File: config.mk
export PLATFORM = sky130hd
export DESIGN_NAME = paper_cast_pixel_neutralizer_flat
export DESIGN_NICKNAME = d
export VERILOG_FILES = /design/src/design/pcpn_pkg.sv /design/src/design/pcpn_if.sv /design/src/design/paper_cast_pixel_neutralizer.sv /design/src/flat_wrapper.sv
export SDC_FILE = /design/constraint.sdc
export NUM_CORES = 2
export LEC_CHECK = 0
export BUFFER_PORTS_ARGS = -buffer_cell sky130_fd_sc_hd__buf_4
export CAP_MARGIN = 20
export CORE_AREA = 3 3 295 297
export DETAILED_ROUTE_END_ITERATION = 8
export DIE_AREA = 0 0 298 300
export HOLD_SLACK_MARGIN = 0.08
export PLACE_DENSITY = 0.95
export SYNTH_ARGS = -nofsm -noshare
export SYNTH_HDL_FRONTEND = slang
export SYNTH_SLANG_ARGS = --single-unit
File: constraint.sdc
create_clock -name clk -period 14.1 [get_ports clk]
set_input_delay 3.525 -clock clk [delete_from_list [all_inputs] [get_ports clk]]
set_output_delay 3.525 -clock clk [all_outputs]
set_load 0.005 [all_outputs]
File: src/design/pcpn_pkg.sv
// Shared constants for the paper-cast pixel neutralizer.
`default_nettype none
package pcpn_pkg;

  localparam int unsigned COMP_W = 8;
  localparam int unsigned SUM_W  = 10;
  localparam int unsigned NORM_W = 16;
  localparam int unsigned DOT_W  = 18;
  localparam int unsigned PROD_W = 32;
  localparam int unsigned CMP_W  = 39;

  localparam int unsigned APB_ADDR_W = 4;
  localparam int unsigned APB_DATA_W = 32;

  // Register index, paddr[3:2]
  typedef enum logic [1:0] {
    REG_ENABLE = 2'd0,
    REG_RED    = 2'd1,
    REG_GREEN  = 2'd2,
    REG_BLUE   = 2'd3
  } reg_idx_t;

  localparam logic              ENABLE_RESET = 1'b0;
  localparam logic [COMP_W-1:0] PAPER_RESET  = 8'd255;

  // Reciprocal of 3 in 11 fractional bits, exact for sums up to 765
  localparam logic [10:0] RECIP3     = 11'd683;
  localparam int unsigned RECIP3_SHR = 11;

  localparam logic [NORM_W-1:0] MIN_PAPER_NORM = 16'd25;

endpackage
`default_nettype wire

File: src/design/pcpn_if.sv
// Stream channels carrying pixels in and results out.
`default_nettype none
interface pcpn_pix_if;
  logic                       valid;
  logic                       ready;
  logic [pcpn_pkg::COMP_W-1:0] in_red;
  logic [pcpn_pkg::COMP_W-1:0] in_green;
  logic [pcpn_pkg::COMP_W-1:0] in_blue;

  modport source (output valid, in_red, in_green, in_blue, input ready);
  modport sink   (input valid, in_red, in_green, in_blue, output ready);
  modport mon    (input valid, ready, in_red, in_green, in_blue);
endinterface

interface pcpn_res_if;
  logic                       valid;
  logic                       ready;
  logic [pcpn_pkg::COMP_W-1:0] out_red;
  logic [pcpn_pkg::COMP_W-1:0] out_green;
  logic [pcpn_pkg::COMP_W-1:0] out_blue;
  logic                       neutralized;

  modport source (output valid, out_red, out_green, out_blue, neutralized, input ready);
  modport sink   (input valid, out_red, out_green, out_blue, neutralized, output ready);
  modport mon    (input valid, ready, out_red, out_green, out_blue, neutralized);
endinterface
`default_nettype wire

File: src/design/paper_cast_pixel_neutralizer.sv
// Pipeline: four register stages from request accept to result valid; the first
// loads at the accepting edge.
// Throughput: one pixel per cycle; each stage advances when empty or when the
// next one advances, so a stalled output holds only the stages behind it.
// Reset (rst, synchronous): pipeline valid bits cleared, enable = 0,
// paper color = 255/255/255.
`default_nettype none
module paper_cast_pixel_neutralizer (
  input  wire logic                               clk,
  input  wire logic                               rst,
  pcpn_pix_if.sink                                pixel,
  pcpn_res_if.source                              result,
  input  wire logic                               psel,
  input  wire logic                               penable,
  input  wire logic                               pwrite,
  input  wire logic [pcpn_pkg::APB_ADDR_W-1:0]    paddr,
  input  wire logic [pcpn_pkg::APB_DATA_W-1:0]    pwdata,
  output logic      [pcpn_pkg::APB_DATA_W-1:0]    prdata,
  output logic                                    pready
);

  localparam int unsigned CW = pcpn_pkg::COMP_W;
  localparam int unsigned NW = pcpn_pkg::NORM_W;
  localparam int unsigned DW = pcpn_pkg::DOT_W;
  localparam int unsigned PW = pcpn_pkg::PROD_W;
  localparam int unsigned KW = pcpn_pkg::CMP_W;

  function automatic logic [CW-1:0] mean3(input logic [CW-1:0] a, input logic [CW-1:0] b,
                                          input logic [CW-1:0] c);
    logic [pcpn_pkg::SUM_W-1:0] s;
    logic [20:0]                p;
    s = {2'b00, a} + {2'b00, b} + {2'b00, c};
    p = 21'(s) * 21'(pcpn_pkg::RECIP3);
    return p[pcpn_pkg::RECIP3_SHR +: CW];
  endfunction

  function automatic logic signed [9:0] cast(input logic [CW-1:0] x, input logic [CW-1:0] m);
    return $signed({2'b00, x}) - $signed({2'b00, m});
  endfunction

  // ---------------- configuration ----------------
  logic          paper_enable;
  logic [CW-1:0] paper_red;
  logic [CW-1:0] paper_green;
  logic [CW-1:0] paper_blue;
  logic          cfg_wr;
  pcpn_pkg::reg_idx_t cfg_idx;

  assign pready  = 1'b1;
  assign cfg_wr  = psel && penable && pwrite && pready;
  assign cfg_idx = pcpn_pkg::reg_idx_t'(paddr[3:2]);

  always_ff @(posedge clk) begin
    if (rst) begin
      paper_enable <= pcpn_pkg::ENABLE_RESET;
      paper_red    <= pcpn_pkg::PAPER_RESET;
      paper_green  <= pcpn_pkg::PAPER_RESET;
      paper_blue   <= pcpn_pkg::PAPER_RESET;
    end else if (cfg_wr) begin
      unique case (cfg_idx)
        pcpn_pkg::REG_ENABLE: paper_enable <= pwdata[0];
        pcpn_pkg::REG_RED:    paper_red    <= pwdata[CW-1:0];
        pcpn_pkg::REG_GREEN:  paper_green  <= pwdata[CW-1:0];
        pcpn_pkg::REG_BLUE:   paper_blue   <= pwdata[CW-1:0];
        default: ;
      endcase
    end
  end

  always_comb begin
    unique case (cfg_idx)
      pcpn_pkg::REG_ENABLE: prdata = {{(pcpn_pkg::APB_DATA_W-1){1'b0}}, paper_enable};
      pcpn_pkg::REG_RED:    prdata = {{(pcpn_pkg::APB_DATA_W-CW){1'b0}}, paper_red};
      pcpn_pkg::REG_GREEN:  prdata = {{(pcpn_pkg::APB_DATA_W-CW){1'b0}}, paper_green};
      pcpn_pkg::REG_BLUE:   prdata = {{(pcpn_pkg::APB_DATA_W-CW){1'b0}}, paper_blue};
      default:              prdata = '0;
    endcase
  end

  // ---------------- pipeline control ----------------
  logic v1, v2, v3, v4;
  logic adv1, adv2, adv3, adv4;

  assign adv4 = !v4 || result.ready;
  assign adv3 = !v3 || adv4;
  assign adv2 = !v2 || adv3;
  assign adv1 = !v1 || adv2;
  assign pixel.ready = adv1;

  always_ff @(posedge clk) begin
    if (rst) begin
      v1 <= 1'b0;
      v2 <= 1'b0;
      v3 <= 1'b0;
      v4 <= 1'b0;
    end else begin
      if (adv1) v1 <= pixel.valid;
      if (adv2) v2 <= v1;
      if (adv3) v3 <= v2;
      if (adv4) v4 <= v3;
    end
  end

  // ---------------- stage 1: means ----------------
  logic [CW-1:0] s1_r, s1_g, s1_b, s1_m;
  logic [CW-1:0] s1_pr, s1_pg, s1_pb, s1_pm;
  logic          s1_en;

  always_ff @(posedge clk) begin
    if (adv1) begin
      s1_r  <= pixel.in_red;
      s1_g  <= pixel.in_green;
      s1_b  <= pixel.in_blue;
      s1_m  <= mean3(pixel.in_red, pixel.in_green, pixel.in_blue);
      s1_pr <= paper_red;
      s1_pg <= paper_green;
      s1_pb <= paper_blue;
      s1_pm <= mean3(paper_red, paper_green, paper_blue);
      s1_en <= paper_enable;
    end
  end

  // ---------------- stage 2: cast norms and dot product ----------------
  logic signed [9:0]  cr, cg, cb, cpr, cpg, cpb;
  logic signed [19:0] n_sum, p_sum, d_sum;
  logic [CW-1:0]      s2_r, s2_g, s2_b, s2_m;
  logic [NW-1:0]      s2_n, s2_p;
  logic signed [DW-1:0] s2_d;
  logic               s2_en;

  always_comb begin
    cr  = cast(s1_r, s1_m);
    cg  = cast(s1_g, s1_m);
    cb  = cast(s1_b, s1_m);
    cpr = cast(s1_pr, s1_pm);
    cpg = cast(s1_pg, s1_pm);
    cpb = cast(s1_pb, s1_pm);
    n_sum = 20'(cr * cr) + 20'(cg * cg) + 20'(cb * cb);
    p_sum = 20'(cpr * cpr) + 20'(cpg * cpg) + 20'(cpb * cpb);
    d_sum = 20'(cr * cpr) + 20'(cg * cpg) + 20'(cb * cpb);
  end

  always_ff @(posedge clk) begin
    if (adv2) begin
      s2_r  <= s1_r;
      s2_g  <= s1_g;
      s2_b  <= s1_b;
      s2_m  <= s1_m;
      s2_n  <= n_sum[NW-1:0];
      s2_p  <= p_sum[NW-1:0];
      s2_d  <= d_sum[DW-1:0];
      s2_en <= s1_en;
    end
  end

  // ---------------- stage 3: range checks, products ----------------
  logic [19:0]   p_x9;
  logic [NW-1:0] d_abs;
  logic          pre_hit;
  logic [CW-1:0] s3_r, s3_g, s3_b, s3_m;
  logic [PW-1:0] s3_dd, s3_np;
  logic          s3_pre;

  always_comb begin
    p_x9    = {s2_p, 3'b000} + {4'b0000, s2_p};
    d_abs   = s2_d[DW-1] ? NW'(-s2_d) : s2_d[NW-1:0];
    pre_hit = s2_en && (s2_p >= pcpn_pkg::MIN_PAPER_NORM) && (s2_n != '0)
              && ({4'b0000, s2_n} <= p_x9) && !s2_d[DW-1] && (s2_d != '0);
  end

  always_ff @(posedge clk) begin
    if (adv3) begin
      s3_r   <= s2_r;
      s3_g   <= s2_g;
      s3_b   <= s2_b;
      s3_m   <= s2_m;
      s3_dd  <= PW'(d_abs) * PW'(d_abs);
      s3_np  <= PW'(s2_n) * PW'(s2_p);
      s3_pre <= pre_hit;
    end
  end

  // ---------------- stage 4: angle test, output register ----------------
  logic [KW-1:0] dd_x100, np_x81;
  logic          hit;
  logic [CW-1:0] s4_r, s4_g, s4_b;
  logic          s4_hit;

  always_comb begin
    dd_x100 = (KW'(s3_dd) << 6) + (KW'(s3_dd) << 5) + (KW'(s3_dd) << 2);
    np_x81  = (KW'(s3_np) << 6) + (KW'(s3_np) << 4) + KW'(s3_np);
    hit     = s3_pre && (dd_x100 >= np_x81);
  end

  always_ff @(posedge clk) begin
    if (adv4) begin
      s4_r   <= hit ? s3_m : s3_r;
      s4_g   <= hit ? s3_m : s3_g;
      s4_b   <= hit ? s3_m : s3_b;
      s4_hit <= hit;
    end
  end

  assign result.valid       = v4;
  assign result.out_red     = s4_r;
  assign result.out_green   = s4_g;
  assign result.out_blue    = s4_b;
  assign result.neutralized = s4_hit;

endmodule
`default_nettype wire

File: src/flat_wrapper.sv
// flat-port wrapper written by rule: the top's interface ports become plain ports
module paper_cast_pixel_neutralizer_flat 
  (clk, rst, psel, penable, pwrite, paddr, pwdata, prdata, pready, pixel_valid, pixel_in_red, pixel_in_green, pixel_in_blue, pixel_ready, result_valid, result_out_red, result_out_green, result_out_blue, result_neutralized, result_ready);
  pcpn_pix_if pixel_i ();
  pcpn_res_if result_i ();
  input  wire logic clk;
  input  wire logic rst;
  input  wire logic psel;
  input  wire logic penable;
  input  wire logic pwrite;
  input  wire logic [pcpn_pkg::APB_ADDR_W-1:0] paddr;
  input  wire logic [pcpn_pkg::APB_DATA_W-1:0] pwdata;
  output logic      [pcpn_pkg::APB_DATA_W-1:0] prdata;
  output logic pready;
  input wire logic [$bits(pixel_i.valid)-1:0] pixel_valid;
  input wire logic [$bits(pixel_i.in_red)-1:0] pixel_in_red;
  input wire logic [$bits(pixel_i.in_green)-1:0] pixel_in_green;
  input wire logic [$bits(pixel_i.in_blue)-1:0] pixel_in_blue;
  output wire logic [$bits(pixel_i.ready)-1:0] pixel_ready;
  output wire logic [$bits(result_i.valid)-1:0] result_valid;
  output wire logic [$bits(result_i.out_red)-1:0] result_out_red;
  output wire logic [$bits(result_i.out_green)-1:0] result_out_green;
  output wire logic [$bits(result_i.out_blue)-1:0] result_out_blue;
  output wire logic [$bits(result_i.neutralized)-1:0] result_neutralized;
  input wire logic [$bits(result_i.ready)-1:0] result_ready;
  assign pixel_i.valid = pixel_valid;
  assign pixel_i.in_red = pixel_in_red;
  assign pixel_i.in_green = pixel_in_green;
  assign pixel_i.in_blue = pixel_in_blue;
  assign pixel_ready = pixel_i.ready;
  assign result_valid = result_i.valid;
  assign result_out_red = result_i.out_red;
  assign result_out_green = result_i.out_green;
  assign result_out_blue = result_i.out_blue;
  assign result_neutralized = result_i.neutralized;
  assign result_i.ready = result_ready;
  paper_cast_pixel_neutralizer u_core (.clk(clk), .rst(rst), .pixel(pixel_i), .result(result_i), .psel(psel), .penable(penable), .pwrite(pwrite), .paddr(paddr), .pwdata(pwdata), .prdata(prdata), .pready(pready));
endmodule
==> flow_summary_export.csv, run 1 <==
group,metric,value,unit
synth,yosys_most_used_dff,"edfxtp_1",
placed_design,place.gp.congestion,0.948,
synth,syn_area_per_cell,9.93,um2
floorplan,die_w,298,um
clocking,cts_setup_buffers,0,
synth,ys_seq_area_share,14.2,%
outcome,error,"[ERROR GRT-0232] Routing congestion too high. Check the congestion heatmap in the GUI.",
outcome,failed_stage,"global routing (5_1_grt)",
synth,syn_inst,6141,
global_routing,grt_max_degree,84,
clocking,cts-htree-levels,2,
synth,ys_async_sr_fraction,0,%
clocking,cts_buffers,36,
placed_design,dpl.cell_count,7287,
clocking,cts_hold_buf,0,
floorplan,ios,127,
global_routing,grt.overflow.total,171,
placed_design,portBuffers,75,
floorplan,die_height,300,um
global_routing,antenna_found_initial,31,
placed_design,dp_hpwl,133000,um
clocking,cts_buffer_depth,3,
floorplan,row_count,107,
synth,synth_seq_cells,298,
clocking,post_cts_resized,0,
clocking,cts-root-buf,"clkbuf_16",
outcome,status,"did not finish",
synth,synth_cell_types,86,
synth,synthesis.area,61000,um2
clocking,clock_sinks,298,
synth,ys_warn_count,0,
global_routing,grtUsageTotal,62.2,%
synth,synth-edff-count,269,
floorplan,initial_core_util,71.8,%
[cell usage after synthesis, drive strengths merged, types with 6 or more instances]
master	n	area share [%]
nand2b	27	0.28
a21o	111	1.4
o41ai	6	0.13
nor2	403	2.5
mux2	32	0.71
edfxtp	269	13
and3	14	0.14
clkinv	20	0.12
nand3	37	0.30
or3	17	0.17
o21ai	89	0.73
a31oi	16	0.16
a211o	32	0.46
fa	1133	37
nand2	550	3.4
inv	1400	8.6
nor4	11	0.11
nand3b	13	0.16
nor3	44	0.36
clkbuf	114	0.70
and2	145	1.5
buf	37	0.42
a22o	8	0.11
nor2b	48	0.49
xor2	97	1.4
a21boi	7	0.086
o31a	7	0.10
dfxtp	29	0.95
o21bai	58	0.71
a21oi	178	1.5
or2	6	0.062
a41oi	7	0.10
o21a	31	0.38
a211oi	14	0.17
ha	783	16
o211ai	8	0.11
nand4	16	0.16
o31ai	11	0.14
xnor2	254	3.7
[per-stage QoR]
stage	hold slack [ns]	setup WS [ns]	cell area, um2	util (%)
after floorplan	0.400	4.68	61000	-
after global placement	0.401	4.03	62800	74.0
after detailed placement	0.405	3.70	62800	74.0
after CTS	0.420	3.89	64000	75.4
[layer usage]
| layer | track usage [%] | GRT overflow |
|---|---|---|
| met3 | 52.1 | 10 |
| met4 | 59.0 | 45 |
| met5 | 38.6 | 3 |
| met2 | 76.4 | 107 |
| met1 | 60.0 | 6 |
[kinds of logic after synthesis]
group,synth area share [%]
other,0.0123
AND/OR/NAND/NOR,9.86
adder cells (fa/ha/maj),53.3
AO/OA/AOI/OAI,6.83
flip-flops,14.2
multiplexers,0.811
XOR/XNOR,5.14
buffers and inverters,9.86
==> run 2: changes to the inputs <==
--- a/config.mk
+++ b/config.mk
@@ -7,11 +7,10 @@
 export LEC_CHECK = 0
 export BUFFER_PORTS_ARGS = -buffer_cell sky130_fd_sc_hd__buf_4
 export CAP_MARGIN = 20
-export CORE_AREA = 3 3 295 297
+export CORE_AREA = 3 3 395 397
 export DETAILED_ROUTE_END_ITERATION = 8
-export DIE_AREA = 0 0 298 300
-export HOLD_SLACK_MARGIN = 0.08
-export PLACE_DENSITY = 0.95
+export DIE_AREA = 0 0 398 400
+export PLACE_DENSITY_LB_ADDON = 0.15
 export SYNTH_ARGS = -nofsm -noshare
 export SYNTH_HDL_FRONTEND = slang
 export SYNTH_SLANG_ARGS = --single-unit
==> run 2 against run 1 <==
The flow now finishes without violations. Synthesized cell count did not move. Synthesized area unchanged.
==> flow_summary_export.csv, run 2 <==
group,metric,value,unit
detailed_routing,drt_iter0_drc,1979,
detailed_routing,first_pass_iters,6,
placed_design,portBuffers,75,
worst_setup_path,r2r-start,"u_core.s1_m[1]",
clocking,clkLatencyLatePin,0.62,ns
outcome,status,"complete, no violations",
finish,diodes,0,
synth,ys_warn_count,0,
global_routing,grt_pass1_vias,43900,
floorplan,core-area,152000,um2
synth,synthesis.area,61000,um2
worst_hold_path,min_from,"u_core.s2_b[3]",
finish,final_common_cell,"inv_1",
global_routing,grt.overflow.total,0,
placed_design,dpl.cell_count,8205,
worst_setup_path,crit_slowest_cell,"fa_1",
clocking,cts_buffers,37,
synth,ys_seq_area_share,14.2,%
timing,worst_pin_slew,1.11,ns
synth,synth_top_area_share,37.2,%
finish,fin_cells,8274,
global_routing,grt_pass1_wl,244000,um
floorplan,die_w,398,um
finish,drive_gt1_share,4.71,%
placed_design,post_dp_cell_area,64200,um2
timing,finalSetupTns,0,ns
clocking,post_cts_resized,0,
detailed_routing,drt-wirelength-per-cell,18.1,um
clocking,cts-root-buf,"clkbuf_16",
synth,yosysTopAreaCell,"fa_1",
clocking,cts_buffer_depth,3,
floorplan,row_count,143,
clocking,cts_setup_buffers,0,
global_routing,grt_max_degree,67,
clocking,tritoncts,"built",
floorplan,ios,127,
finish,largest_registers,"u_core.s3_np (32), u_core.s3_dd (31), u_core.s2_d (18)",
clocking,cts.clk_slew.worst_paths,0.06,ns
synth,ys_async_sr_fraction,0,%
timing,report.final.slew_viol_count,0,
finish,fin_nets,8198,
synth,yosysMostFrequentCell,"inv_1",
worst_setup_path,cp-end-kind,"flip-flop",
clocking,cts_hold_buf,0,
worst_setup_path,critical_path_arrival,10.18,ns
clocking,cts-htree-levels,2,
floorplan,die_height,400,um
worst_setup_path,startpoint_type,"primary input",
worst_hold_path,hold_end,"u_core.s3_b[3]",
finish,most-common-layout-cells,"1392 x inv_1, 1133 x fa_1, 783 x ha_1, 548 x nand2_1, 403 x nor2_1",
finish,syn_to_final_growth,7.23,%
detailed_routing,via_per_inst,4.90,
worst_setup_path,critPathMaxFanout,4,
worst_hold_path,hp-class,"flip-flop to flip-flop",
timing,fmax,102,MHz
synth,synth_seq_cells,298,
timing,rsz0062_at_grt,"no",
worst_setup_path,reg2reg_depth,26,
floorplan,dieArea,159000,um2
timing,period_share,69.7,%
floorplan,initial_core_util,40.0,%
detailed_routing,final_antenna_net_count,0,
job,maxCapViolCount,0,
worst_setup_path,crit_type,"primary input to flip-flop",
synth,yosys_most_used_dff,"edfxtp_1",
placed_design,dp_hpwl,121000,um
synth,syn_inst,6141,
synth,synth_cell_types,86,
worst_setup_path,critical_path_required,14.44,ns
worst_setup_path,crit_path_max_incr_delay,0.52,ns
synth,synthTopCellsByCount,"1393 x inv_1, 1133 x fa_1, 783 x ha_1",
worst_setup_path,r2r-end,"u_core.s2_d[17]",
detailed_routing,vias,40600,
synth,synth-edff-count,269,
detailed_routing,drc_errors,0,
timing,hold_viol_final,0,
detailed_routing,drt-total-wl,149000,um
timing,skew,0.0423,ns
placed_design,place.gp.congestion,0.834,
synth,synth_area_leaders,"fa_1 37%, ha_1 16%, edfxtp_1 13%",
worst_hold_path,min_path_cells,0,
worst_setup_path,r2r_slack,4.34,ns
timing,finalSetupViolCount,0,
finish,largest_reg_flops,32,
finish,top_register,"u_core.s3_np",
timing,fin_crit,9.83,ns
global_routing,grtUsageTotal,19.6,%
synth,syn_area_per_cell,9.93,um2
finish,stdcell_area,65400,um2
timing,maxSlewHeadroom,25.9,%
clocking,clock_sinks,298,
global_routing,antenna_found_initial,2,
## run 2: cell counts after synthesis
Identical to the previous run, type by type.
## run 2: per-stage QoR
step                worst slack (ns)  hold WS, ns  util (%)
floorplan                       4.68        0.400         -
global placement                3.67        0.400      42.1
detailed placement              3.65        0.405      42.1
CTS                             4.30        0.418      42.9
global route                    3.86        0.423      42.9
finish                          4.27        0.415      42.9
## run 2: how the worst max path moves through the flow
stage | from | to | cells after the start
2_1_floorplan | pixel_in_green[0] | u_core.s1_m[7] | 27
3_3_place_gp | pixel_in_green[0] | u_core.s1_m[7] | 29
3_5_place_dp | pixel_in_green[0] | u_core.s1_m[7] | 29
4_1_cts | pixel_in_green[0] | u_core.s1_m[7] | 29
5_1_grt | pixel_in_green[0] | u_core.s1_m[7] | 29
6_report | pixel_in_green[0] | u_core.s1_m[7] | 29
## run 2: layout make-up
| type | instances | area (um2) |
|---|---|---|
| fillers | 14900 | 86900 |
| multi-input cells | 4295 | 46400 |
| flip-flops and latches | 298 | 8660 |
| inverters | 1420 | 5330 |
| well taps | 2030 | 2540 |
| repair buffers | 163 | 1220 |
| clock buffers | 46 | 970 |
| clock inverters | 22 | 235 |
## run 2: worst max-delay path, delay by kind of cell
family,cells,cell delay (ns)
adder cells (fa/ha/maj),9,3.45
AO/OA/AOI/OAI,10,1.98
XOR/XNOR,3,0.64
AND/OR/NAND/NOR,4,0.35
buffers and inverters,3,0.21
## run 2: kinds of logic after synthesis
family | synth area share (%)
fa+ha+maj | 53.3
xor+xnor | 5.14
simple gates | 9.86
other cells | 0.0123
flops | 14.2
buf+inv | 9.86
mux | 0.811
compound gates | 6.83
## run 2: per-layer routing
metal / track usage (%) / up-vias / share of wire (%)
met5: 0 / - / 0
met4: 3.57 / 0 / 1.8
li1: - / 19200 / -
met2: 33.4 / 700 / 49
met3: 2.39 / 126 / 4.3
met1: 27.1 / 20500 / 45
Power of run 2 is not shown: default switching activity piles up to over one toggle a cycle in this logic, so the estimate is an artifact.
